===== config.mk =====
export PLATFORM = sky130hd
export DESIGN_NAME = double_ended_queue_core
export DESIGN_NICKNAME = d
export VERILOG_FILES = /design/src/sv/dq_pkg.sv /design/src/sv/double_ended_queue_core.sv /design/src/sv/dq_ram.sv /design/src/sv/dq_ctrl.sv /design/src/sv/dq_dp.sv
export SDC_FILE = /design/constraint.sdc
export NUM_CORES = 1
export LEC_CHECK = 0
export ABC_AREA = 0
export BUFFER_PORTS_ARGS = -buffer_cell sky130_fd_sc_hd__buf_2
export CORE_ASPECT_RATIO = 0.8
export CORE_MARGIN = 5
export CORE_UTILIZATION = 40
export CTS_BUF_LIST = sky130_fd_sc_hd__clkbuf_8
export DETAILED_ROUTE_END_ITERATION = 8
export PLACE_DENSITY_LB_ADDON = 0.15
export SLEW_MARGIN = 0
export SYNTH_ARGS = -nofsm -noshare
export SYNTH_HDL_FRONTEND = slang
export SYNTH_SLANG_ARGS = --single-unit

===== constraint.sdc =====
create_clock -name clk -period 13.9 [get_ports clk]
set_clock_uncertainty 0.2 [all_clocks]
set_input_delay 2.78 -clock clk [delete_from_list [all_inputs] [get_ports clk]]
set_output_delay 2.78 -clock clk [all_outputs]
set_load 0.01 [all_outputs]

===== src/sv/dq_pkg.sv =====
package dq_pkg;

    localparam int CMD_W     = 3;
    localparam int DATA_W    = 32;
    localparam int STAT_W    = 2;
    localparam int ENT_W     = 5;
    localparam int S_TDATA_W = 40;
    localparam int M_TDATA_W = 40;
    localparam int M_PAD_W   = M_TDATA_W - DATA_W - STAT_W - ENT_W;

    typedef enum logic [CMD_W-1:0] {
        CMD_PUSH_FRONT = 3'd0,
        CMD_PUSH_BACK  = 3'd1,
        CMD_POP_FRONT  = 3'd2,
        CMD_POP_BACK   = 3'd3,
        CMD_DUMP       = 3'd4
    } dq_op_t;

    typedef enum logic [STAT_W-1:0] {
        ST_OK    = 2'd0,
        ST_EMPTY = 2'd1,
        ST_FULL  = 2'd2
    } dq_status_t;

    // controller -> datapath
    typedef struct packed {
        logic take;     // capture the incoming item
        logic exec;     // carry out the command
        logic capture;  // load read data into the output register
        logic step;     // advance the dump walk and read the next slot
    } dq_cmd_t;

    // datapath -> controller
    typedef struct packed {
        logic out_free;    // output register is empty or leaving this cycle
        logic needs_read;  // command reads the store
        logic more;        // dump has entries left after the one being captured
    } dq_stat_t;

endpackage


===== src/sv/double_ended_queue_core.sv =====
// Bounded double-ended queue of signed 32-bit words kept in a ring RAM of DEPTH slots.
// Input stream (s_*): one command item per handshake: push front/back, pop front/back,
// or dump. Output stream (m_*): one result item per push/pop or unused code, one per held word for a
// dump (front to back), or a single empty-status item when a pop or dump finds nothing.
// m_tlast marks the final result of each command; entries is the count after it.
// Pushes, unused codes and empty pops or dumps load their result into the output register
// directly; pops and each dump item first pass through the RAM read, which is registered.
// Each further dump item is read only when the previous one leaves the output register.
// The controller handles one command at a time (take, execute, then read and capture as
// needed), and the RAM's single read port sets the dump pace.
// The result sits in an output register, so the next command is accepted while it waits;
// that command then holds until the register frees. If m_tready stays low the block
// stalls with no loss. Reset empties the queue (front slot 0, count 0); RAM contents
// are not cleared and need no clearing pass.
module double_ended_queue_core #(
    parameter int DEPTH = 16
) (
    input  logic                         clk,
    input  logic                         rst_n,
    input  logic                         s_tvalid,
    output logic                         s_tready,
    input  logic [dq_pkg::S_TDATA_W-1:0] s_tdata,   // cmd[2:0], value[34:3], zero pad
    output logic                         m_tvalid,
    input  logic                         m_tready,
    output logic [dq_pkg::M_TDATA_W-1:0] m_tdata,   // data[31:0], status[33:32],
                                                    // entries[38:34], zero pad
    output logic                         m_tlast
);

    import dq_pkg::*;

    dq_cmd_t  cmd;
    dq_stat_t stat;

    dq_ctrl u_ctrl (
        .clk      (clk),
        .rst_n    (rst_n),
        .s_tvalid (s_tvalid),
        .s_tready (s_tready),
        .stat     (stat),
        .cmd      (cmd)
    );

    dq_dp #(
        .DEPTH (DEPTH)
    ) u_dp (
        .clk      (clk),
        .rst_n    (rst_n),
        .s_tdata  (s_tdata),
        .m_tvalid (m_tvalid),
        .m_tready (m_tready),
        .m_tdata  (m_tdata),
        .m_tlast  (m_tlast),
        .cmd      (cmd),
        .stat     (stat)
    );

endmodule


===== src/sv/dq_ram.sv =====
module dq_ram #(
    parameter int WIDTH = 32,
    parameter int DEPTH = 16
) (
    input  logic                     clk,
    input  logic                     we,
    input  logic [$clog2(DEPTH)-1:0] waddr,
    input  logic [WIDTH-1:0]         wdata,
    input  logic                     re,
    input  logic [$clog2(DEPTH)-1:0] raddr,
    output logic [WIDTH-1:0]         rdata
);

    logic [WIDTH-1:0] mem [DEPTH];

    always_ff @(posedge clk)
    begin
        if (we)
        begin
            mem[waddr] <= wdata;
        end
        if (re)
        begin
            rdata <= mem[raddr];
        end
    end

endmodule


===== src/sv/dq_ctrl.sv =====
module dq_ctrl (
    input  logic             clk,
    input  logic             rst_n,
    input  logic             s_tvalid,
    output logic             s_tready,
    input  dq_pkg::dq_stat_t stat,
    output dq_pkg::dq_cmd_t  cmd
);

    import dq_pkg::*;

    typedef enum logic [3:0] {
        S_IDLE = 4'b0001,
        S_EXEC = 4'b0010,
        S_READ = 4'b0100,
        S_WALK = 4'b1000
    } state_t;

    state_t state_reg;
    state_t state_next;

    always_comb
    begin
        state_next = state_reg;
        cmd        = '0;
        s_tready   = 1'b0;
        unique case (state_reg)
            S_IDLE:
            begin
                s_tready = 1'b1;
                if (s_tvalid)
                begin
                    cmd.take   = 1'b1;
                    state_next = S_EXEC;
                end
            end
            S_EXEC:
            begin
                // wait until the previous result has gone
                if (stat.out_free)
                begin
                    cmd.exec   = 1'b1;
                    state_next = stat.needs_read ? S_READ : S_IDLE;
                end
            end
            S_READ:
            begin
                cmd.capture = 1'b1;
                state_next  = stat.more ? S_WALK : S_IDLE;
            end
            S_WALK:
            begin
                if (stat.out_free)
                begin
                    cmd.step   = 1'b1;
                    state_next = S_READ;
                end
            end
            default:
            begin
                state_next = S_IDLE;
            end
        endcase
    end

    always_ff @(posedge clk or negedge rst_n)
    begin
        if (!rst_n)
        begin
            state_reg <= S_IDLE;
        end
        else
        begin
            state_reg <= state_next;
        end
    end

endmodule


===== src/sv/dq_dp.sv =====
module dq_dp #(
    parameter int DEPTH = 16
) (
    input  logic                         clk,
    input  logic                         rst_n,
    input  logic [dq_pkg::S_TDATA_W-1:0] s_tdata,
    output logic                         m_tvalid,
    input  logic                         m_tready,
    output logic [dq_pkg::M_TDATA_W-1:0] m_tdata,
    output logic                         m_tlast,
    input  dq_pkg::dq_cmd_t              cmd,
    output dq_pkg::dq_stat_t             stat
);

    import dq_pkg::*;

    localparam int IW  = $clog2(DEPTH);
    localparam int CW  = $clog2(DEPTH + 1);
    localparam int IW1 = IW + 1;
    localparam logic [IW1-1:0] DEPTH_X = IW1'(DEPTH);

    // front + offset, modulo DEPTH (both operands below DEPTH)
    function automatic logic [IW-1:0] wrap_add(input logic [IW-1:0] a, input logic [IW-1:0] b);
        logic [IW1-1:0] s;
        s = {1'b0, a} + {1'b0, b};
        if (s >= DEPTH_X)
        begin
            s = s - DEPTH_X;
        end
        return s[IW-1:0];
    endfunction

    dq_op_t              op_reg;
    logic signed [31:0]  value_reg;
    logic [IW-1:0]       front_reg, front_next;
    logic [CW-1:0]       count_reg, count_next;
    logic [IW-1:0]       walk_reg, walk_next;
    logic signed [31:0]  data_reg, data_next;
    dq_status_t          status_reg, status_next;
    logic [ENT_W-1:0]    entries_reg, entries_next;
    logic                last_reg, last_next;
    logic                valid_reg, valid_next;

    logic                full, empty, walk_last, out_free;
    logic                we, re;
    logic [IW-1:0]       waddr, raddr;
    logic [DATA_W-1:0]   rdata;

    assign full      = (count_reg == CW'(DEPTH));
    assign empty     = (count_reg == '0);
    assign walk_last = ((CW'(walk_reg) + CW'(1)) == count_reg);
    assign out_free  = !valid_reg || m_tready;

    always_comb
    begin
        stat.out_free   = out_free;
        stat.more       = (op_reg == CMD_DUMP) && !walk_last;
        stat.needs_read = 1'b0;
        case (op_reg)
            CMD_POP_FRONT, CMD_POP_BACK, CMD_DUMP: stat.needs_read = !empty;
            default:                               stat.needs_read = 1'b0;
        endcase
    end

    always_comb
    begin
        front_next   = front_reg;
        count_next   = count_reg;
        walk_next    = walk_reg;
        data_next    = data_reg;
        status_next  = status_reg;
        entries_next = entries_reg;
        last_next    = last_reg;
        valid_next   = valid_reg;
        we           = 1'b0;
        waddr        = front_reg;
        re           = 1'b0;
        raddr        = front_reg;

        if (valid_reg && m_tready)
        begin
            valid_next = 1'b0;
        end

        if (cmd.exec)
        begin
            // results that need no read are ready at once
            data_next   = '0;
            status_next = ST_OK;
            last_next   = 1'b1;
            case (op_reg)
                CMD_PUSH_FRONT:
                begin
                    if (full)
                    begin
                        status_next = ST_FULL;
                    end
                    else
                    begin
                        front_next = (front_reg == '0) ? IW'(DEPTH - 1) : front_reg - IW'(1);
                        we         = 1'b1;
                        waddr      = front_next;
                        count_next = count_reg + CW'(1);
                    end
                end
                CMD_PUSH_BACK:
                begin
                    if (full)
                    begin
                        status_next = ST_FULL;
                    end
                    else
                    begin
                        we         = 1'b1;
                        waddr      = wrap_add(front_reg, IW'(count_reg));
                        count_next = count_reg + CW'(1);
                    end
                end
                CMD_POP_FRONT:
                begin
                    if (empty)
                    begin
                        status_next = ST_EMPTY;
                    end
                    else
                    begin
                        re         = 1'b1;
                        raddr      = front_reg;
                        count_next = count_reg - CW'(1);
                        // popping the only word keeps the front slot
                        if (count_reg != CW'(1))
                        begin
                            front_next = wrap_add(front_reg, IW'(1));
                        end
                    end
                end
                CMD_POP_BACK:
                begin
                    if (empty)
                    begin
                        status_next = ST_EMPTY;
                    end
                    else
                    begin
                        re         = 1'b1;
                        raddr      = wrap_add(front_reg, IW'(count_reg - CW'(1)));
                        count_next = count_reg - CW'(1);
                    end
                end
                CMD_DUMP:
                begin
                    if (empty)
                    begin
                        status_next = ST_EMPTY;
                    end
                    else
                    begin
                        re        = 1'b1;
                        raddr     = front_reg;
                        walk_next = '0;
                    end
                end
                default:
                begin
                    status_next = ST_OK;
                end
            endcase
            entries_next = ENT_W'(count_next);
            if (!stat.needs_read)
            begin
                valid_next = 1'b1;
            end
        end

        if (cmd.step)
        begin
            walk_next = walk_reg + IW'(1);
            re        = 1'b1;
            raddr     = wrap_add(front_reg, walk_next);
        end

        if (cmd.capture)
        begin
            data_next    = rdata;
            status_next  = ST_OK;
            entries_next = ENT_W'(count_reg);
            last_next    = !stat.more;
            valid_next   = 1'b1;
        end
    end

    always_ff @(posedge clk or negedge rst_n)
    begin
        if (!rst_n)
        begin
            front_reg <= '0;
            count_reg <= '0;
            valid_reg <= 1'b0;
        end
        else
        begin
            front_reg <= front_next;
            count_reg <= count_next;
            valid_reg <= valid_next;
        end
    end

    always_ff @(posedge clk)
    begin
        if (cmd.take)
        begin
            op_reg    <= dq_op_t'(s_tdata[CMD_W-1:0]);
            value_reg <= s_tdata[CMD_W +: DATA_W];
        end
        walk_reg    <= walk_next;
        data_reg    <= data_next;
        status_reg  <= status_next;
        entries_reg <= entries_next;
        last_reg    <= last_next;
    end

    dq_ram #(
        .WIDTH (DATA_W),
        .DEPTH (DEPTH)
    ) u_ring (
        .clk   (clk),
        .we    (we),
        .waddr (waddr),
        .wdata (value_reg),
        .re    (re),
        .raddr (raddr),
        .rdata (rdata)
    );

    assign m_tvalid = valid_reg;
    assign m_tlast  = last_reg;
    assign m_tdata  = {{M_PAD_W{1'b0}}, entries_reg, status_reg, data_reg};

endmodule


==> qor.csv, run 1 <==
metric,value,unit
fillers,6234,
reg2reg setup slack,8660,ps
CTS Buffer Depth,3,
P_leak,10.43,nW
top-area cell type share of the netlist area,67.46,%
final wirelength,79430,µm
Placement Setup Slack,6575,ps
Syn Nets,2178,
core area,68650,µm²
total CTS buffers,104,
hold_ws,249.4,ps
Pins Over Slew Limit,0,
Slew HR,26.10,%
vias in the first global route,19180,
final setup fails,0,
Post-Synthesis Cell Area,27640,µm²
crit-path cells,buf_2 -> nand2b_1 -> nand2_4 -> buf_4 -> buf_4 -> a31oi_4 -> buf_4 -> nand2_1 -> nand3_1 -> a32oi_1 -> o211ai_1,
Max IR drop VDD,0.1384,mV
max reg flops,512,
post-cts resize count,0,
Crit-path slowest cell,buf_4,
worst setup margin,7229,ps
"most used cell, CP",buf_4,
status,"finished, final reports clean",
"CTS clk-pin slew, worst paths",50,ps
Worst Max-Slew Pin Slew,1109,ps
achievable clock frequency,0.1499,GHz
DR vias,18770,
Setup CP Type,input port to flip-flop,
"Seq/Total Area, Yosys",68.88,%
XOR/XNOR Fraction of Synth Area,0.5069,%
GRT Total Usage,20.82,%
I/O Pins,87,
fin crit share,47.99,%
iteration count of the initial detailed-routing pass,5,
required time worst endpoint,14110,ps
die height,245.1,µm
antenna violations before repair,0,
post-CTS setup buffer count,0,
Setup TNS Final,0,ps
simple-gate share of the synthesized area,12.73,%
pin count of the biggest net entering global routing,131,
multiplexer share of the synthesized area,1.362,%
worst r2r src,u_dp.count_reg[0],
Post-CTS Hold Fix Bufs,0,
main combinational cell family by area after synthesis,simple AND/OR/NAND/NOR gates,
WHS Endpoint,u_dp.status_reg[0],
Routed Antenna Nets,0,
nets,2224,
Worst Min Path Start,u_dp.status_reg[0],
H-tree level count,3,
Row Count,86,
Syn. warnings,0,
path depth of the worst reg2reg path,10,
hold path cells,2,
Final Hold Fails,0,
first-pass GRT wire length,119400,µm
Reg-to-Reg End,u_dp.u_ring.rdata[15],
Placed Instance Area,28970,µm²
top cells by area in the synthesized netlist,"edfxtp_1, nand3_1, a22oi_1",
max incr delay on CP,860,ps
First DRT Iteration DRCs,1688,
Yosys cell types,71,
minimum clock period,6671,ps
synth-to-layout area growth,11.72,%
vias per inst,5.923,
HP Class,flip-flop to flip-flop,
chip width,303.9,µm
clk_lat worst skew,690,ps
Synth Area in Adders,0.9415,%
largest reg by FF count,u_dp.u_ring.mem,
Root Buffer,clkbuf_8,
Max-cap violations,0,
ys async rst share,2.198,%
port bufs,80,
post-route cell area,30880,µm²
DP Wirelength,38580,µm
Startpoint Class,input port,
Die Area,74500,µm²
Yosys reg bits,637,
layout cells sized above 1,12.92,%
clk sink count,637,
top_reg_cell synth,edfxtp_1,
unrepaired setup endpoints after global routing,false,
drt drc,0,
Worst Path Arrival,6880,ps
Gate Count Post-Synth,2115,
gr ovfl total,0,
DR WL/cell,25.07,µm
CP endpoint kind,flip-flop,
Tot Pwr,5.333,mW
worst-path maximum fanout,78,
average size of a mapped cell,13.07,µm²
CTS tree,done,
Yosys top cell by area,edfxtp_1,
GP Congestion,0.7805,
Initial Util,40.27,%
# diodes,0,
Compound-Gate Fraction of Synth Area,12.51,%
PD cells,172.7,nW/µm²
"EDFF count, synth",621,
final cells by class:
cell class                 count  area (µm²)  share of cell area (%)
inverter                      13       48.80                  0.1580
clock inverter                82       437.9                   1.418
tap                          924        1156                   3.744
timing repair buffer         122       740.7                   2.399
sequential                   637       19040                   61.65
clock buffer                 107        1473                   4.769
multi-input combinational   1283        7986                   25.86
power by group:
part	switching [mW]	internal [mW]	total, mW
combinational	0.967	0.477	1.44
sequential	0.123	2.24	2.36
clock	0.741	0.785	1.53
total	1.83	3.50	5.33
metal layers:
metal  up-vias  track usage (%)  share of wire, %  wire, µm
met1      9506            28.86                45     35400
li1       8399                -                 -         -
met4         0            7.059               2.9      2307
met2       700            33.93                47     36960
met3       160            3.131               6.0      4770
met5         -                0                 0         0
cells in the mapped netlist, types with 34 or more instances:
master and instances:
a31oi_1 100, o211ai_1 34, edfxtp_1 621, o21ai_0 44, mux2i_1 35, a22oi_1 97, buf_2 35, nand3_1 237
a21oi_1 57, nand4_1 36, nor2_1 132, nand2_1 154, and2_1 36, and3_1 68, clkbuf_1 125
worst max-delay path: cells and delay by family:
family,cells,cell delay (ps)
buffers and inverters,4,2180
and+or+nand+nor,4,1120
AOI/OAI and AO/OA,3,680
per-stage QoR:
step / cells / util (%)
detailed placement: 2979 / 42.20
finish: 3168 / 44.98
CTS: 3168 / 44.98
floorplan: 2115 / -
global placement: 2979 / 42.20
global route: 3168 / 44.98
logic make-up after synthesis:
family / after synthesis
other: 1
multiplexers: 37
flip-flops: 637
adder cells (fa/ha/maj): 19
AND/OR/NAND/NOR: 712
XOR/XNOR: 16
buffers and inverters: 195
AO/OA/AOI/OAI: 498
cells in the final DEF (no fill, tap or decap), types with 34 or more instances in the layout:
master and n:
inv_1 51, o21ai_0 43, mux2i_1 35, nor2_1 124, buf_4 40, a31oi_1 99, and3_1 66, a21oi_1 56
nand2_1 151, clkbuf_8 107, nand3_1 237, edfxtp_1 621, nand4_1 36, a22oi_1 97, buf_2 80, o211ai_1 34
worst max path at each step:
stage | cells after the start | end | from
5_1_grt | 11 | u_dp.u_ring.rdata[21] | m_tready
3_3_place_gp | 11 | u_dp.u_ring.rdata[15] | m_tready
2_1_floorplan | 5 | u_dp.u_ring.rdata[0] | m_tready
4_1_cts | 11 | u_dp.u_ring.rdata[15] | m_tready
6_report | 11 | u_dp.u_ring.rdata[21] | m_tready
3_5_place_dp | 11 | u_dp.u_ring.rdata[15] | m_tready
Note: power is estimated with default switching activity, not from simulation.
==> run 2, diff against run 1 <==
Clock period 13.9 ns to 6.9 ns, I/O delays scaled along.
==> qor.csv, run 2 (synthesized netlist as in run 1, its figures left out) <==
metric,value,unit,change
"most common cell after layout, fill and taps aside",edfxtp_1,,
antenna violations before repair,0,,unchanged
gr ovfl total,0,,unchanged
Final Hold Fails,0,,unchanged
required time worst endpoint,7110,ps,-7000 ps
port bufs,80,,unchanged
iteration count of the initial detailed-routing pass,5,,unchanged
worst setup margin,2235,ps,-4994 ps
unrepaired setup endpoints after global routing,false,,
PD cells,349.0,nW/µm²,+100%
HP Class,flip-flop to flip-flop,,
P_leak,10.48,nW,+0.49%
Die Area,74500,µm²,unchanged
Placement Setup Slack,1550,ps,-5025 ps
hold_ws,256.0,ps,+6.589 ps
GP Congestion,0.7727,,-1.0%
fin crit share,67.60,%,
post-CTS setup buffer count,0,,unchanged
die height,245.1,µm,unchanged
post-cts resize count,0,,unchanged
worst-path maximum fanout,35,,-55%
total CTS buffers,104,,unchanged
DP Wirelength,41970,µm,+8.8%
drt drc,0,,unchanged
fin cells,3180,,+0.38%
clk sink count,637,,unchanged
DR vias,18950,,+0.99%
First DRT Iteration DRCs,1762,,+4.4%
Startpoint Class,flip-flop,,
Max IR drop VDD,0.1659,mV,+20%
final setup fails,0,,unchanged
core area,68650,µm²,unchanged
layout cells sized above 1,13.74,%,+0.82 points
Setup CP Type,flip-flop to flip-flop,,
Pins Over Slew Limit,0,,unchanged
Setup TNS Final,0,ps,unchanged
GRT Total Usage,21.31,%,+0.49 points
"CTS clk-pin slew, worst paths",60,ps,about the same
final wirelength,81610,µm,+2.7%
vias in the first global route,19290,,+0.55%
Post-CTS Hold Fix Bufs,0,,unchanged
minimum clock period,4665,ps,
largest reg by FF count,u_dp.u_ring.mem,,
clk_lat worst skew,710,ps,+20 ps
Max-cap violations,0,,unchanged
max reg flops,512,,unchanged
# diodes,0,,unchanged
H-tree level count,3,,unchanged
first-pass GRT wire length,121800,µm,+2.0%
Routed Antenna Nets,0,,unchanged
status,"finished, final reports clean",,
Worst Path Arrival,4880,ps,-2000 ps
chip width,303.9,µm,unchanged
DR WL/cell,25.66,µm,+2.4%
synth-to-layout area growth,12.14,%,
CTS tree,done,,
most frequent cells in the layout,"edfxtp_1, nand3_1, nand2_1, nor2_1, clkbuf_8",,
placed insts,2993,,+0.47%
CP endpoint kind,flip-flop,,
Root Buffer,clkbuf_8,,
Worst Max-Slew Pin Slew,1128,ps,+19.52 ps
achievable clock frequency,0.2144,GHz,
fillers,6233,,-0.016%
pin count of the biggest net entering global routing,130,,-0.76%
Row Count,86,,unchanged
vias per inst,5.959,,+0.61%
nets,2238,,+0.63%
I/O Pins,87,,unchanged
Slew HR,24.79,%,-1.3 points
Initial Util,40.27,%,unchanged
CTS Buffer Depth,3,,unchanged
-- run 2: worst max-delay path: stages, from the launching register on --
cell and delay [ps]:
dfrtp_1 580, inv_1 200, ha_1 250, or4b_1 620, nand4_1 250, buf_4 530
a31o_4 600, buf_4 390, mux2i_1 230, a2bb2oi_1 80, a32oi_1 300, o211ai_1 140
-- run 2: per-stage QoR --
stage	instance area [µm²]	total power [mW]	utilization, %
after floorplan	27640	6.758	-
after global placement	29110	7.774	42.41
after detailed placement	29110	7.827	42.41
after CTS	31000	10.90	45.15
after global routing	31000	11.38	45.15
final	31000	10.82	45.15
-- run 2: power by group --
| part | internal [mW] | total [mW] | switching, mW |
|---|---|---|---|
| clock network | 1.54 | 3.06 | 1.52 |
| registers | 4.51 | 4.76 | 0.250 |
| logic | 1.00 | 2.99 | 1.99 |
-- run 2: routing by layer --
metal	vias to the layer above	track usage, %	share of wire (%)
met2	777	35.15	47
met5	-	0	0
met1	9578	28.90	44
met3	178	3.485	6.3
met4	0	7.450	3.0
li1	8418	-	-
-- run 2: layout make-up --
| cell class | count | area (µm²) | share of cell area, % |
|---|---|---|---|
| clock buffer | 107 | 1473 | 4.751 |
| multi-input combinational | 1283 | 7986 | 25.76 |
| sequential | 637 | 19040 | 61.42 |
| clock inverter | 80 | 411.6 | 1.328 |
| timing repair buffer | 136 | 883.3 | 2.850 |
| tap | 924 | 1156 | 3.730 |
| inverter | 13 | 48.80 | 0.1574 |
-- run 2: final timing paths --
kind	from	to	slack [ps]	cells past startpoint
min in group asynchronous	rst_n	u_ctrl.state_reg[3]	380	1
max in group asynchronous	rst_n	u_ctrl.state_reg[0]	5800	1
worst max-delay path	u_dp.count_reg[1]	u_dp.u_ring.rdata[11]	2240	11
worst max register to register	u_dp.count_reg[1]	u_dp.u_ring.rdata[11]	2240	11
worst min register to register	u_dp.status_reg[0]	u_dp.status_reg[0]	260	2
worst min-delay path	u_dp.status_reg[0]	u_dp.status_reg[0]	260	2
